===== src/sv/png_unf_pkg.sv =====
package png_unf_pkg;

    localparam int MAX_WIDTH_DEF = 4096;
    localparam int CNT_W         = 16;
    localparam int CFG_IDX_W     = 2;
    localparam int CFG_DATA_W    = 15;
    localparam int ROWS_W        = 15;
    localparam int LWIDTH_W      = 13;

    localparam logic [7:0] ALPHA_OPAQUE = 8'hFF;

    typedef enum logic [CFG_IDX_W-1:0] {
        CFG_COLOR_MODE = 2'd0,
        CFG_LINE_WIDTH = 2'd1,
        CFG_IMAGE_ROWS = 2'd2
    } t_cfg_index;

    typedef enum logic [1:0] {
        MODE_GRAY       = 2'd0,
        MODE_RGB        = 2'd1,
        MODE_GRAY_ALPHA = 2'd2,
        MODE_RGBA       = 2'd3
    } t_color_mode;

    typedef enum logic [2:0] {
        FILT_NONE  = 3'd0,
        FILT_SUB   = 3'd1,
        FILT_UP    = 3'd2,
        FILT_AVG   = 3'd3,
        FILT_PAETH = 3'd4
    } t_filter;

    localparam logic [7:0] FILT_LIMIT = 8'd5;

    typedef struct packed {
        t_color_mode        color_mode;
        logic [CNT_W-1:0]   width;
        logic [ROWS_W-1:0]  rows;
    } t_cfg;

    function automatic logic [7:0] byte_of(input logic [31:0] w, input logic [1:0] i);
        return w[i*8 +: 8];
    endfunction

    function automatic logic [31:0] set_byte(input logic [31:0] w, input logic [1:0] i,
                                             input logic [7:0] v);
        logic [31:0] r;
        r = w;
        r[i*8 +: 8] = v;
        return r;
    endfunction

    function automatic logic [2:0] samples_per_pixel(input t_color_mode m);
        logic [2:0] n;
        unique case (m)
            MODE_GRAY:       n = 3'd1;
            MODE_RGB:        n = 3'd3;
            MODE_GRAY_ALPHA: n = 3'd2;
            MODE_RGBA:       n = 3'd4;
            default:         n = 3'd4;
        endcase
        return n;
    endfunction

    function automatic logic [31:0] to_argb(input t_color_mode m, input logic [31:0] s);
        logic [31:0] r;
        unique case (m)
            MODE_GRAY:       r = {ALPHA_OPAQUE, s[7:0], s[7:0], s[7:0]};
            MODE_RGB:        r = {ALPHA_OPAQUE, s[7:0], s[15:8], s[23:16]};
            MODE_GRAY_ALPHA: r = {s[15:8], s[7:0], s[7:0], s[7:0]};
            MODE_RGBA:       r = {s[31:24], s[7:0], s[15:8], s[23:16]};
            default:         r = {s[31:24], s[7:0], s[15:8], s[23:16]};
        endcase
        return r;
    endfunction

endpackage


===== src/sv/png_unf_cfg.sv =====
module png_unf_cfg #(
    parameter int MAX_WIDTH = png_unf_pkg::MAX_WIDTH_DEF
) (
    input  logic                                i_clk,
    input  logic                                i_rst_n,
    input  logic                                i_cfg_we,
    input  logic [png_unf_pkg::CFG_IDX_W-1:0]   i_cfg_index,
    input  logic [png_unf_pkg::CFG_DATA_W-1:0]  i_cfg_data,
    output png_unf_pkg::t_cfg                   o_cfg
);

    localparam logic [png_unf_pkg::CNT_W-1:0] MaxW = png_unf_pkg::CNT_W'(MAX_WIDTH);

    png_unf_pkg::t_color_mode            r_color_mode;
    logic [png_unf_pkg::LWIDTH_W-1:0]    r_line_width;
    logic [png_unf_pkg::ROWS_W-1:0]      r_image_rows;
    logic [png_unf_pkg::CNT_W-1:0]       w_width;

    always_ff @(posedge i_clk) begin
        if (!i_rst_n) begin
            r_color_mode <= png_unf_pkg::MODE_RGBA;
            r_line_width <= png_unf_pkg::LWIDTH_W'(1);
            r_image_rows <= png_unf_pkg::ROWS_W'(1);
        end else if (i_cfg_we) begin
            unique case (png_unf_pkg::t_cfg_index'(i_cfg_index))
                png_unf_pkg::CFG_COLOR_MODE:
                    r_color_mode <= png_unf_pkg::t_color_mode'(i_cfg_data[1:0]);
                png_unf_pkg::CFG_LINE_WIDTH:
                    r_line_width <= i_cfg_data[png_unf_pkg::LWIDTH_W-1:0];
                png_unf_pkg::CFG_IMAGE_ROWS:
                    r_image_rows <= i_cfg_data[png_unf_pkg::ROWS_W-1:0];
                default: ;
            endcase
        end
    end

    always_comb begin
        w_width = png_unf_pkg::CNT_W'(r_line_width);
        if (r_line_width == '0) begin
            w_width = png_unf_pkg::CNT_W'(1);
        end else if (w_width > MaxW) begin
            w_width = MaxW;
        end
        o_cfg.color_mode = r_color_mode;
        o_cfg.width      = w_width;
        o_cfg.rows       = (r_image_rows == '0) ? png_unf_pkg::ROWS_W'(1) : r_image_rows;
    end

endmodule


===== config.mk =====
export PLATFORM = sky130hd
export DESIGN_NAME = png_unf_cfg
export DESIGN_NICKNAME = d
export VERILOG_FILES = /design/src/sv/png_unf_pkg.sv /design/src/sv/png_unf_cfg.sv
export SDC_FILE = /design/constraint.sdc
export NUM_CORES = 1
export LEC_CHECK = 0
export BUFFER_PORTS_ARGS = -buffer_cell sky130_fd_sc_hd__buf_2
export CORE_ASPECT_RATIO = 0.7
export CORE_MARGIN = 1.5
export CORE_UTILIZATION = 47
export DETAILED_ROUTE_END_ITERATION = 12
export PLACE_DENSITY = 0.78
export SLEW_MARGIN = 20
export SYNTH_ARGS = -nofsm -noshare
export SYNTH_HDL_FRONTEND = slang
export SYNTH_SLANG_ARGS = --single-unit

===== constraint.sdc =====
create_clock -name i_clk -period 1.3 [get_ports i_clk]
set_clock_uncertainty 0.2 [all_clocks]
set_input_delay 0.065 -clock i_clk [delete_from_list [all_inputs] [get_ports i_clk]]
set_output_delay 0.065 -clock i_clk [all_outputs]
set_load 0.02 [all_outputs]

# == Yosys cells after proc, flatten, opt, wreduce, memory -nomap -nowiden ==
# Index checks and enable logic that the tools add are counted.
# op_classes
eq_ne,2
reduce_logical,6
n_mux,3
order_cmp,1
# op_table
operator,n
$mux 13,2
$logic_not 15->1,1
$mux 15,1
$gt 13x13->1 const B,1
$logic_not 13->1,1
$reduce_and 2->1,3
$eq 2x1->1 const B,1
$eq 2x2->1 const B,1
$logic_not 2->1,1
# word_totals
reg_bits,30
out_inout_bits,33

# == Logic depth before layout (Yosys ltp) ==
# depth
ltp_word,3
mapped_depth,5
depth_no_buf,3

# == Worst setup path after synthesis ==
# Ideal clock, no wire load.
# synth_path
path_type,register to output
start,register r_line_width[4] in the netlist's numbering
end,output port o_cfg[15] in the netlist's numbering
path_stages_with_launch,4
arrival_time_ns,0.950
path_buffers,0
setup_slack_ns,0.085
cell_sequence,dfxtp_1 -> nor4_1 -> a31oi_1 -> nor2_1
# synth_rtl
item,line_no,text
start: declaration,png_unf_cfg.sv:15,logic [png_unf_pkg::LWIDTH_W-1:0] r_line_width;
start signal: assignment,png_unf_cfg.sv:22,r_line_width <= png_unf_pkg::LWIDTH_W'(1);
start signal: assignment,png_unf_cfg.sv:29,r_line_width <= i_cfg_data[png_unf_pkg::LWIDTH_W-1:0];
end: declaration,png_unf_cfg.sv:9,output png_unf_pkg::t_cfg o_cfg

==> out/results.tsv <==
stage	metric	value	unit
finish	seq_area	606.8	um^2
setup_path	critPathMaxStageDelay	0.32	ns
floorplanning	ioPinCount	53	
logic_synthesis	synth_mux_area_share	1.484	%
floorplanning	initial_core_util	48.82	%
hold_path	holdPathStages	5	
finish	multiInputGateArea	674.4	um^2
sta	final-max-slew-violation-count	0	
drt	drt_first_iter_violations	28	
finish	nets	248	
setup_path	path_cells	nor4_1 -> a31oi_1 -> nor2_1 -> buf_4	
power_and_ir_drop	power_density	1091	mW/mm^2
setup_path	critical_path_required	1.03	ns
clocking	cts_made_buffers	5	
finish	num_antenna_cells	0	
finish	drive_above_1_share	34.06	%
drt	drcViolationCount	0	
clocking	cts_tree	yes	
placement	io_buffers	49	
logic_synthesis	synth_compound_area_share	15.68	%
global_route	grt_pass1_vias	1059	
drt	vias_per_cell	4.849	
setup_path	cp.arrival	1.24	ns
logic_synthesis	synth_cells	172	
logic_synthesis	ys_warn_count	0	
clocking	clockBufferDepth	2	
drt	drt_wl_total	3370	um
logic_synthesis	synth-seq-cells	30	
finish	final_cell_mix	nand2_1, buf_2, dfxtp_1, a21boi_0, dlygate4sd3_1	
clocking	clkSinkCount	30	
floorplanning	core.rowCount	16	
logic_synthesis	synth_top_area_share	44.53	%
drt	ant_nets	0	
global_route	grt_overflow	0	
setup_path	startpoint_type	register	
logic_synthesis	synth_area	0.001349	mm^2
setup_path	cp_max_fo	3	
placement	place_congestion	0.7537	
power_and_ir_drop	ir_worst_vdd	868.9	uV
global_route	grt_max_degree	31	
global_route	grt_pass1_wl	4830	um
drt	wl_per_cell	12.72	um
finish	n_fill_cell	217	
logic_synthesis	synth_top_family_by_area	simple AND/OR/NAND/NOR gates	
placement	dp_hpwl	2223	um
global_route	antenna_found_initial	0	
logic_synthesis	yosys.area_share.simple	28.20	%
logic_synthesis	yosysUniqueCellTypes	20	
sta	setup_viol	3	
drt	via_count	1285	
setup_path	critPathTopFamily	simple AND/OR/NAND/NOR gates	
sta	hold_violations	0	
logic_synthesis	syn_avg_cell_area	7.842	um^2
sta	rsz0062_at_grt	yes	
logic_synthesis	synthAdderAreaFrac	0	%
floorplanning	die_y	47.82	um
finish	final_common_cell	nand2_1	
run_status	violations	negative setup slack	
logic_synthesis	ys_seq_area_share	44.53	%
setup_path	r2r_cells	3	
drt	first_pass_iters	4	
sta	fmax	0.6654	GHz
clocking	clk_pin_slew	0.06	ns
placement	dp_slack	0.06047	ns
clocking	cts_htree_levels	2	
placement	placed_area	0.001599	mm^2
sta	fin_ws	-0.2029	ns
clocking	clockRootBuffer	clkbuf_8	
power_and_ir_drop	cellLeakagePower	0.8675	nW
clocking	cts_setup_buffers	0	
setup_path	worstSetupEndpointType	output port	
logic_synthesis	synth_area_leaders	dfxtp_1, nand2_1, a21boi_0	
setup_path	critical-path-slowest-cell	dfxtp_1	
finish	syn_to_final_growth	46.47	%
finish	final_area	0.001976	mm^2
floorplanning	fp.dieW	67.03	um
clocking	clkLatencyLatePin	0.28	ns
job	max_cap_viol_count	0	
run_status	outcome	finished, violations left	
sta	period_needed	1.503	ns
setup_path	crit_buf_inv	1	
setup_path	criticalPathCategory	register to output port	
hold_path	hold_class	input pin to register	
sta	post-route-period-util	115.6	%
logic_synthesis	synth_xor_area_share	0	%
floorplanning	core_area	0.002763	mm^2
floorplanning	fp.dieArea	0.003205	mm^2
global_route	grt_usage	21.35	%
logic_synthesis	synth.largest_area_cell	dfxtp_1	
setup_path	crit_cells	4	
[per-layer routing]
layer  vias up  routed length, um  track usage (%)
met3         4                220            9.647
met4         0                 34            8.163
met2        49               1540            32.87
met1       579               1576            26.77
met5         -                  0                0
li1        653                  -                -
[stage by stage]
stage / TNS (ns) / std cells / power [W] / util (%) / hold slack, ns
2_1_floorplan: 0 / 174 / 0.001154 / - / -0.01103
5_1_grt: -0.6487 / 265 / 0.002250 / 71.51 / 0.09868
3_3_place_gp: 0 / 240 / 0.001240 / 57.88 / 0.1233
3_5_place_dp: 0 / 240 / 0.001244 / 57.88 / 0.1283
4_1_cts: -0.4013 / 264 / 0.002152 / 69.07 / 0.07148
6_report: -0.3774 / 265 / 0.002156 / 71.51 / 0.07833
[cell families after synthesis]
logic type	after synthesis
AND/OR/NAND/NOR	84
multiplexers	2
AO/OA/AOI/OAI	28
buffers and inverters	27
flip-flops	30
other	1
[timing repair]
item                                   4_1_cts  5_1_grt
pin swaps                                    1        3
setup endpoints to repair                    4       11
resized for setup                           11       18
hold buffers                                16        0
gates cloned                                 0        1
endpoints found under the hold margin       30        0
[cell usage after synthesis]
master    number
nor3_1         1
conb_1         1
nor3b_1        1
a21boi_0      23
nand3_1        2
buf_6          1
buf_4          6
and3b_1        2
nand2_1       58
a21boi_1       3
clkbuf_1      19
nand3b_1       2
nor2b_1       11
a41o_1         1
a31oi_1        1
dfxtp_1       30
buf_2          1
nor2_1         2
mux2i_1        2
nor4_1         5
[registers in the layout, indices dropped and copies added, names as in the netlist]
signal	flops
r_color_mode	2
r_image_rows	15
r_line_width	13
[tightest hold or removal path, delay by kind of cell]
kind                   cells  cell delay [ns]
and+or+nand+nor            2             0.11
muxes                      1             0.11
buffers and inverters      2             0.25
[power breakdown]
group          leakage, nW  switching, W  internal (W)
Combinational        0.564      0.000155      0.000157
Clock               0.0575      0.000330      0.000533
Sequential           0.246     0.0000267      0.000953
Total                0.867      0.000513       0.00164
[final timing paths]
kind | endpoint | slack (ns) | startpoint
worst max-delay path | o_cfg[15] | -0.20 | r_line_width[4]
worst max register to register | r_line_width[12] | 0.37 | r_line_width[12]
worst min-delay path | r_color_mode[0] | 0.08 | i_cfg_index[0]
worst min register to register | r_line_width[4] | 0.28 | r_line_width[4]
[area by class of cell]
type,count,area share [%]
Clock buffer,8,5.573
Sequential cell,30,30.72
Tap cell,36,2.280
Multi-Input combinational cell,117,34.14
Timing Repair Buffer,74,27.30
Power figures use the tool's default switching activity.
