[config.mk]
export PLATFORM = sky130hd
export DESIGN_NAME = png_unf_predict
export DESIGN_NICKNAME = d
export VERILOG_FILES = /design/src/sv/png_unf_pkg.sv /design/src/sv/png_unf_predict.sv
export SDC_FILE = /design/constraint.sdc
export NUM_CORES = 1
export LEC_CHECK = 0
export ABC_AREA = 1
export ABC_CLOCK_PERIOD_IN_PS = 13410
export CAP_MARGIN = 20
export CORE_ASPECT_RATIO = 1.4
export CORE_MARGIN = 2
export CORE_UTILIZATION = 30
export DETAILED_ROUTE_END_ITERATION = 16
export DONT_BUFFER_PORTS = 1
export PLACE_DENSITY = 0.54
export SLEW_MARGIN = 20
export SYNTH_ARGS = -nofsm -noshare
export SYNTH_HDL_FRONTEND = slang
export SYNTH_SLANG_ARGS = --single-unit
[constraint.sdc]
create_clock -name vclk -period 13.41
set_input_delay 1.341 -clock vclk [all_inputs]
set_output_delay 1.341 -clock vclk [all_outputs]
set_load 0.02 [all_outputs]
[src/sv/png_unf_pkg.sv]
package png_unf_pkg;

    localparam int MAX_WIDTH_DEF = 4096;
    localparam int CNT_W         = 16;
    localparam int CFG_IDX_W     = 2;
    localparam int CFG_DATA_W    = 15;
    localparam int ROWS_W        = 15;
    localparam int LWIDTH_W      = 13;

    localparam logic [7:0] ALPHA_OPAQUE = 8'hFF;

    typedef enum logic [CFG_IDX_W-1:0] {
        CFG_COLOR_MODE = 2'd0,
        CFG_LINE_WIDTH = 2'd1,
        CFG_IMAGE_ROWS = 2'd2
    } t_cfg_index;

    typedef enum logic [1:0] {
        MODE_GRAY       = 2'd0,
        MODE_RGB        = 2'd1,
        MODE_GRAY_ALPHA = 2'd2,
        MODE_RGBA       = 2'd3
    } t_color_mode;

    typedef enum logic [2:0] {
        FILT_NONE  = 3'd0,
        FILT_SUB   = 3'd1,
        FILT_UP    = 3'd2,
        FILT_AVG   = 3'd3,
        FILT_PAETH = 3'd4
    } t_filter;

    localparam logic [7:0] FILT_LIMIT = 8'd5;

    typedef struct packed {
        t_color_mode        color_mode;
        logic [CNT_W-1:0]   width;
        logic [ROWS_W-1:0]  rows;
    } t_cfg;

    function automatic logic [7:0] byte_of(input logic [31:0] w, input logic [1:0] i);
        return w[i*8 +: 8];
    endfunction

    function automatic logic [31:0] set_byte(input logic [31:0] w, input logic [1:0] i,
                                             input logic [7:0] v);
        logic [31:0] r;
        r = w;
        r[i*8 +: 8] = v;
        return r;
    endfunction

    function automatic logic [2:0] samples_per_pixel(input t_color_mode m);
        logic [2:0] n;
        unique case (m)
            MODE_GRAY:       n = 3'd1;
            MODE_RGB:        n = 3'd3;
            MODE_GRAY_ALPHA: n = 3'd2;
            MODE_RGBA:       n = 3'd4;
            default:         n = 3'd4;
        endcase
        return n;
    endfunction

    function automatic logic [31:0] to_argb(input t_color_mode m, input logic [31:0] s);
        logic [31:0] r;
        unique case (m)
            MODE_GRAY:       r = {ALPHA_OPAQUE, s[7:0], s[7:0], s[7:0]};
            MODE_RGB:        r = {ALPHA_OPAQUE, s[7:0], s[15:8], s[23:16]};
            MODE_GRAY_ALPHA: r = {s[15:8], s[7:0], s[7:0], s[7:0]};
            MODE_RGBA:       r = {s[31:24], s[7:0], s[15:8], s[23:16]};
            default:         r = {s[31:24], s[7:0], s[15:8], s[23:16]};
        endcase
        return r;
    endfunction

endpackage

[src/sv/png_unf_predict.sv]
module png_unf_predict (
    input  png_unf_pkg::t_filter i_filter,
    input  logic [7:0]           i_raw,
    input  logic [7:0]           i_a,
    input  logic [7:0]           i_b,
    input  logic [7:0]           i_c,
    output logic [7:0]           o_sample
);

    logic [8:0] w_ab;
    logic [8:0] w_cc;
    logic [7:0] w_pa;
    logic [7:0] w_pb;
    logic [8:0] w_pc;
    logic [7:0] w_paeth;
    logic [7:0] w_pred;

    always_comb begin
        w_ab = {1'b0, i_a} + {1'b0, i_b};
        w_cc = {i_c, 1'b0};
        w_pa = (i_b > i_c) ? (i_b - i_c) : (i_c - i_b);
        w_pb = (i_a > i_c) ? (i_a - i_c) : (i_c - i_a);
        w_pc = (w_ab > w_cc) ? (w_ab - w_cc) : (w_cc - w_ab);
        if ({1'b0, w_pa} <= {1'b0, w_pb} && {1'b0, w_pa} <= w_pc) begin
            w_paeth = i_a;
        end else if ({1'b0, w_pb} <= w_pc) begin
            w_paeth = i_b;
        end else begin
            w_paeth = i_c;
        end

        unique case (i_filter)
            png_unf_pkg::FILT_NONE:  w_pred = 8'd0;
            png_unf_pkg::FILT_SUB:   w_pred = i_a;
            png_unf_pkg::FILT_UP:    w_pred = i_b;
            png_unf_pkg::FILT_AVG:   w_pred = w_ab[8:1];
            png_unf_pkg::FILT_PAETH: w_pred = w_paeth;
            default:                 w_pred = 8'd0;
        endcase

        o_sample = i_raw + w_pred;
    end

endmodule

# Word-level counts from Yosys, hierarchy flattened
# Index checks and enable logic that the tools add are counted.
# totals
in_bits	35
regBits	0
output_inout_bits	8
# op_classes
n_addsub	8
magnitude_cmp	6
n_reduce_logical	1
muxes	6
eq_ne	4
# ops
op	n
two-way mux 8 bit	4
one-hot mux 8 bit (4 select lines)	1
subtractor 8 bit	4
less-or-equal comparator 8 x 9 -> 1 bit	2
subtractor 9 bit	2
greater-than comparator 8 bit	2
adder 8 x 8 -> 9 bit	1
greater-than comparator 9 bit	1
two-way mux 9 bit	1
adder 8 bit	1
less-or-equal comparator 8 bit	1
equality test 3 x 2 -> 1 bit (second input constant)	2
equality test 3 x 1 -> 1 bit (second input constant)	1
equality test 3 bit (second input constant)	1
logical AND 1 bit	1

# Depth between registers and ports, before layout
# Gate-level depths: netlist of run 1.
# logic_depth
depth_word	8
mapped_depth	45
ltp_nobuf	45

# Least setup slack after synthesis of run 1
# Ideal clock, no wire load.
# synth_path
path_type	input to output
startpoint	in i_a[0]
endpoint	out o_sample[7]
stages	41
slack_ns	4.919
t_arrival_ns	7.150
cell_sequence	ha_1 > inv_1 > fa_1 > o31ai_1 > a21oi_1 > o21bai_1 > xor2_1 > inv_1 > ha_1 > nand2_1 > nor2_2 > nand4_2 > nand2_4 > inv_4 > a2111oi_0 > o21bai_1 > o221ai_1 > xnor2_1 > (+5 left out) > nor2_1 > nand2_2 > nand2_2 > o21ai_0 > o21bai_2 > ha_1 > a21oi_1 > nand2_1 > a21oi_1 > inv_1 > a21oi_1 > o21ai_0 > a21o_1 > xor2_1 > inv_1 > nand2_1 > nand2_1 > inv_1
# synth_between
elab_chain_len	8
# synth_lines
element	line	source
from (decl)	png_unf_predict.sv:4	input logic [7:0] i_a,
adder 8 x 8 -> 9 bit	png_unf_predict.sv:19	w_ab = {1'b0, i_a} + {1'b0, i_b};
subtractor 9 bit or greater-than comparator 9 bit (tied branches)	png_unf_predict.sv:23	w_pc = (w_ab > w_cc) ? (w_ab - w_cc) : (w_cc - w_ab);
two-way mux 9 bit	png_unf_predict.sv:23	
less-or-equal comparator 8 x 9 -> 1 bit (on tied branches)	png_unf_predict.sv:26, png_unf_predict.sv:24	
two-way mux 8 bit or logical AND 1 bit (tied branches)	png_unf_predict.sv:26, png_unf_predict.sv:24	
two-way mux 8 bit	png_unf_predict.sv:24	if ({1'b0, w_pa} <= {1'b0, w_pb} && {1'b0, w_pa} <= w_pc) begin
one-hot mux 8 bit (4 select lines) *	png_unf_predict.sv:32	unique case (i_filter)
adder 8 bit *	png_unf_predict.sv:41	o_sample = i_raw + w_pred;
to (decl)	png_unf_predict.sv:7	output logic [7:0] o_sample
# Mark *: on every way between the ends. The rest lies on a longest branch, timed or not.

# Worst setup path in the final report of run 1
# layout_path
startpoint	in i_a[0]
endpoint	out o_sample[6]
# Same word-level chain as after synthesis.

==> impl_metrics.json, run 1 <==
{
  "synth_most_common_cell": "nand2_1",
  "synth_common_cells": "126 x nand2_1, 109 x inv_1, 81 x ha_1",
  "antenna_cells": 0,
  "power_frac_comb": 1.000,
  "finalSetupTns_ns": 0,
  "p_total_mw": 0.4196,
  "cp_slowest_stage_delay_ns": 0.47,
  "post-place-ws_ns": 3.816,
  "regArea_sq_um": 0,
  "p_leak_nw": 2.103,
  "swShare": 0.6575,
  "fin_crit_sh": 0.7110,
  "hold_ws_ns": 2.907,
  "crit_required_ns": 12.07,
  "endpoint_kind": "primary output",
  "clockPowerShare": 0,
  "setup_viol": 0,
  "via_per_inst": 5.114,
  "drv_slew": 0,
  "fp.dieW_um": 96.40,
  "initial_utilization": 0.3049,
  "net-switching-power_mw": 0.2759,
  "syn_nets": 690,
  "dr.first_iter.drc_count": 160,
  "status": "complete, no violations",
  "die_area_sq_um": 12860,
  "grt_pass1_vias": 3662,
  "port_buffers": 0,
  "syn_inst": 566,
  "criticalPathCategory": "in -> out",
  "cp_top_family": "compound AO/OA/AOI/OAI gates",
  "drive_gt1_frac": 0.06406,
  "p_int_mw": 0.1437,
  "wl_per_cell_um": 16.48,
  "cp_slowest_cell": "o31ai_1",
  "cts_resized": 0,
  "holdBufCountCts": 0,
  "cts_setup_buffers": 0,
  "seq_cells": 0,
  "post-route-min-period_ns": 9.535,
  "synth.area.top_cells": "ha_1 28%, nand2_1 13%, inv_1 11%",
  "track_usage": 0.1857,
  "slew_headroom": 0.5028,
  "finalHoldViolations": 0,
  "seq_area_frac_synth": 0,
  "gr-total-overflow": 0,
  "routed_wl_mm": 11.68,
  "syn_area_per_cell_sq_um": 6.336,
  "synth_warnings": 0,
  "stdcell_count": 709,
  "dp_cells": 709,
  "gp_congestion": 0.9321,
  "peakVddDrop_v": 0.00004718,
  "crit_cells": 36,
  "coreArea_sq_um": 11760,
  "grt_first_pass_wirelength_mm": 18.66,
  "cp.arrival_ns": 8.19,
  "dp_hpwl_mm": 10.53,
  "crit_top_cell": "inv_1",
  "cp_max_fo": 10,
  "max_freq_ghz": 0.1049,
  "grt_setup_unrepaired": "false",
  "critPathLaunchType": "input pin",
  "num_io_pins": 43,
  "antenna_found_initial": 0,
  "power_density_nw_per_um2": 112.4,
  "synth_top_area_frac": 0.2826,
  "crit_start": "i_a[0]",
  "die_h_um": 133.4,
  "grt_max_degree": 16,
  "route.detailed.drc": 0,
  "areaGrowthSynthToFinish_pct": 4.117,
  "yosysUniqueCellTypes": 42,
  "pwr-share-seq": 0,
  "rows": 47,
  "worst-path-buf-inv": 6,
  "ant_nets": 0,
  "cp-endpoint": "o_sample[6]",
  "synth_top_cell_by_area": "ha_1",
  "dr.pass1.iters": 4,
  "max-cap-violations": 0,
  "netlist_area_sq_um": 3586,
  "fillers": 1333,
  "vias": 3626,
  "fin_ws_ns": 3.875,
  "clockBufferCount": 0,
  "hold_class": "in -> out",
  "tightest_slew_ns": 0.7401,
  "final_nets": 688
}
routing by layer:
layer / track usage / wire length [um] / vias up
li1: - / - / 1850
met1: 0.2003 / 4411 / 1632
met2: 0.3492 / 6101 / 111
met3: 0.01980 / 491 / 33
met4: 0.08529 / 680 / 0
met5: 0 / 0 / -
kinds of logic (layout without fill, tap and decap cells):
group / after synthesis / after routing / synth area share
AND/OR/NAND/NOR: 214 / 214 / 0.2742
AO/OA/AOI/OAI: 117 / 117 / 0.1950
buffers and inverters: 115 / 111 / 0.1270
adder cells (fa/ha/maj): 89 / 89 / 0.3273
XOR/XNOR: 29 / 29 / 0.07083
multiplexers: 2 / 2 / 0.005583
metrics by stage:
| step | util | area [sq um] |
|---|---|---|
| floorplan | - | 3586 |
| global placement | 0.3174 | 3734 |
| detailed placement | 0.3174 | 3734 |
| CTS | 0.3174 | 3734 |
| finish | 0.3174 | 3734 |
| global route | 0.3174 | 3734 |
power by group through the flow:
stage	registers, mW	clock network (mW)	logic (mW)
detailed placement	0	0	0.417
finish	0	0	0.420
global placement	0	0	0.412
global route	0	0	0.471
CTS	0	0	0.419
floorplan	0	0	0.336
worst min path at each step:
stage | startpoint | to | slack [ns] | cells after the start
CTS | i_raw[0] | o_sample[0] | 2.91 | 1
finish | i_raw[0] | o_sample[0] | 2.91 | 1
floorplan | i_raw[0] | o_sample[0] | 2.89 | 1
global placement | i_raw[0] | o_sample[0] | 2.91 | 1
detailed placement | i_raw[0] | o_sample[0] | 2.91 | 1
global route | i_raw[0] | o_sample[0] | 2.91 | 1
cell type report:
type | instances | area (sq um) | area share
multi-input combinational | 451 | 3131 | 0.8385
tap | 147 | 183.9 | 0.04926
inverter | 111 | 419.2 | 0.1123
placed cells by master, fill, tap and decap left out, types with 3 or more instances in the layout:
master    instances
o21ai_1           4
nand4_1           5
nand2_2          14
or2_2             3
nand2_1         126
a21oi_1          48
xor2_1           20
nor3_1            6
o21ai_2           3
a21o_1            3
nand3b_1          3
o211ai_1          5
fa_1              8
o22ai_1           8
o21ai_0          25
nand2_4           3
nor2_1           22
o221ai_1          5
o21bai_2          3
xnor2_1           9
o21bai_1          5
ha_1             81
nand3_1          21
inv_1           109
(Power assumes the default switching activity.)
==> inputs of run 2 (changes only) <==
--- a/config.mk
+++ b/config.mk
@@ -5,8 +5,8 @@
 export SDC_FILE = /design/constraint.sdc
 export NUM_CORES = 1
 export LEC_CHECK = 0
-export ABC_AREA = 1
-export ABC_CLOCK_PERIOD_IN_PS = 13410
+export ABC_AREA = 0
+export ABC_CLOCK_PERIOD_IN_PS = 9100
 export CAP_MARGIN = 20
 export CORE_ASPECT_RATIO = 1.4
 export CORE_MARGIN = 2
==> constraint.sdc (replaced) <==
create_clock -name vclk -period 9.1
set_input_delay 0.91 -clock vclk [all_inputs]
set_output_delay 0.91 -clock vclk [all_outputs]
set_load 0.02 [all_outputs]
==> impl_metrics.json, run 2 <==
{
  "seq_area_frac_synth": 0,
  "final_nets": 589,
  "track_usage": 0.1714,
  "syn_inst": 449,
  "fin_crit_sh": 0.9550,
  "holdBufCountCts": 0,
  "slew_headroom": 0.5443,
  "dp_hpwl_mm": 9.714,
  "dr.pass1.iters": 4,
  "setup_viol": 0,
  "crit_required_ns": 8.19,
  "routed_wl_mm": 11.02,
  "max-cap-violations": 0,
  "antenna_found_initial": 0,
  "most-common-layout-cells": "80 x ha_1, 65 x inv_1, 39 x a21oi_1",
  "syn_nets": 573,
  "finalHoldViolations": 0,
  "post-place-ws_ns": -0.08419,
  "synth_top_area_frac": 0.2888,
  "drv_slew": 0,
  "route.detailed.drc": 0,
  "status": "complete, no violations",
  "syn_area_per_cell_sq_um": 7.817,
  "areaGrowthSynthToFinish_pct": 10.70,
  "layout.cells.most_common": "ha_1",
  "synth_common_cells": "81 x ha_1, 65 x inv_1, 43 x a21oi_1",
  "gp_congestion": 0.9233,
  "drive_gt1_frac": 0.1382,
  "cp_slowest_stage_delay_ns": 0.45,
  "seq_cells": 0,
  "yosysUniqueCellTypes": 66,
  "criticalPathCategory": "in -> out",
  "die_area_sq_um": 12590,
  "cp.arrival_ns": 7.78,
  "netlist_area_sq_um": 3510,
  "critPathLaunchType": "input pin",
  "die_h_um": 132.0,
  "tightest_slew_ns": 0.6821,
  "fp.dieW_um": 95.41,
  "rows": 46,
  "power_density_nw_per_um2": 192.8,
  "fin_area_sq_um": 3885,
  "cp_max_fo": 5,
  "via_per_inst": 5.494,
  "coreArea_sq_um": 11400,
  "finalSetupTns_ns": 0,
  "post-route-min-period_ns": 8.690,
  "grt_pass1_vias": 3416,
  "worstHoldPathCells": 1,
  "gr-total-overflow": 0,
  "fin_ws_ns": 0.4096,
  "place_area_sq_um": 3741,
  "peakVddDrop_v": 0.0001003,
  "synth.area.top_cells": "ha_1 29%, inv_1 7.0%, a21oi_1 6.1%",
  "antenna_cells": 0,
  "initial_utilization": 0.3080,
  "clockBufferCount": 0,
  "cp_slowest_cell": "a211oi_1",
  "p_leak_nw": 1.934,
  "dr.first_iter.drc_count": 174,
  "fillers": 1240,
  "endpoint_kind": "primary output",
  "hold_class": "in -> out",
  "regArea_sq_um": 0,
  "grt_first_pass_wirelength_mm": 17.07,
  "synth_warnings": 0,
  "num_io_pins": 43,
  "wl_per_cell_um": 18.15,
  "grt_max_degree": 17,
  "synth_most_common_cell": "ha_1",
  "ant_nets": 0,
  "synth_top_cell_by_area": "ha_1",
  "port_buffers": 0,
  "vias": 3335,
  "max_freq_ghz": 0.1151
}
## run 2: changes by cell type in the layout (fill, tap and decap cells not counted), sizes merged, moves of 11 or more
cell | before | now
nand2 | 143 | 25
inv | 111 | 65
nand3 | 23 | 10
mux2i | 2 | 22
nor2 | 26 | 15
buf | 0 | 22
xnor2 | 9 | 20
## run 2: through the flow
| stage | total power [mW] | util | cells | hold slack [ns] |
|---|---|---|---|---|
| global route | 0.8213 | 0.3409 | 607 | 2.039 |
| detailed placement | 0.6787 | 0.3283 | 598 | 2.037 |
| finish | 0.7492 | 0.3409 | 607 | 2.034 |
| floorplan | 0.5049 | - | 449 | 2.030 |
| CTS | 0.6862 | 0.3293 | 599 | 2.037 |
| global placement | 0.6743 | 0.3283 | 598 | 2.037 |
## run 2: path summary, 6_finish.rpt
check,startpoint,end,slack [ns]
worst min-delay path,i_raw[0],o_sample[0],2.03
worst max-delay path,i_a[0],o_sample[7],0.41
## run 2: cells by family (layout without fill, tap and decap cells)
kind of cell / after synthesis / after routing / share of synthesized area
compound gates: 145 / 145 / 0.2916
fa+ha+maj: 89 / 89 / 0.3344
simple gates: 77 / 77 / 0.1098
buf+inv: 73 / 87 / 0.08271
xor+xnor: 33 / 33 / 0.08449
mux: 32 / 32 / 0.09697
## run 2: metal layers
metal,GRT usage,part of all wire,vias to the layer above
li1,-,-,1645
met1,0.1864,0.38,1577
met2,0.3427,0.55,95
met3,0.01429,0.041,18
met4,0.04048,0.025,0
met5,0,0,-
## run 2: cell type report
| cell class | count | area [sq um] | share of cell area |
|---|---|---|---|
| repair buffers | 22 | 172.7 | 0.04444 |
| well taps | 144 | 180.2 | 0.04638 |
| inverters | 65 | 244.0 | 0.06280 |
| multi-input cells | 376 | 3288 | 0.8464 |
## run 2: critical path, delay by kind of cell
kind / cells / cell delay, ns
compound gates: 17 / 3.23
xor+xnor: 4 / 0.78
mux: 1 / 0.39
simple gates: 4 / 0.66
fa+ha+maj: 5 / 1.49
buf+inv: 3 / 0.31
## run 2: repair_timing
item                                    in CTS  in global routing
endpoints found under the hold margin        0                  0
pin swaps                                    1                 10
endpoints found under the setup margin       2                  4
setup buffers                                1                  8
resized for setup                            1                 17
## run 2: report_power, final
part / switching, mW / internal [mW] / leakage [nW]
clock: 0 / 0 / 0
sequential: 0 / 0 / 0
combinational: 0.426 / 0.323 / 1.93
total: 0.426 / 0.323 / 1.93
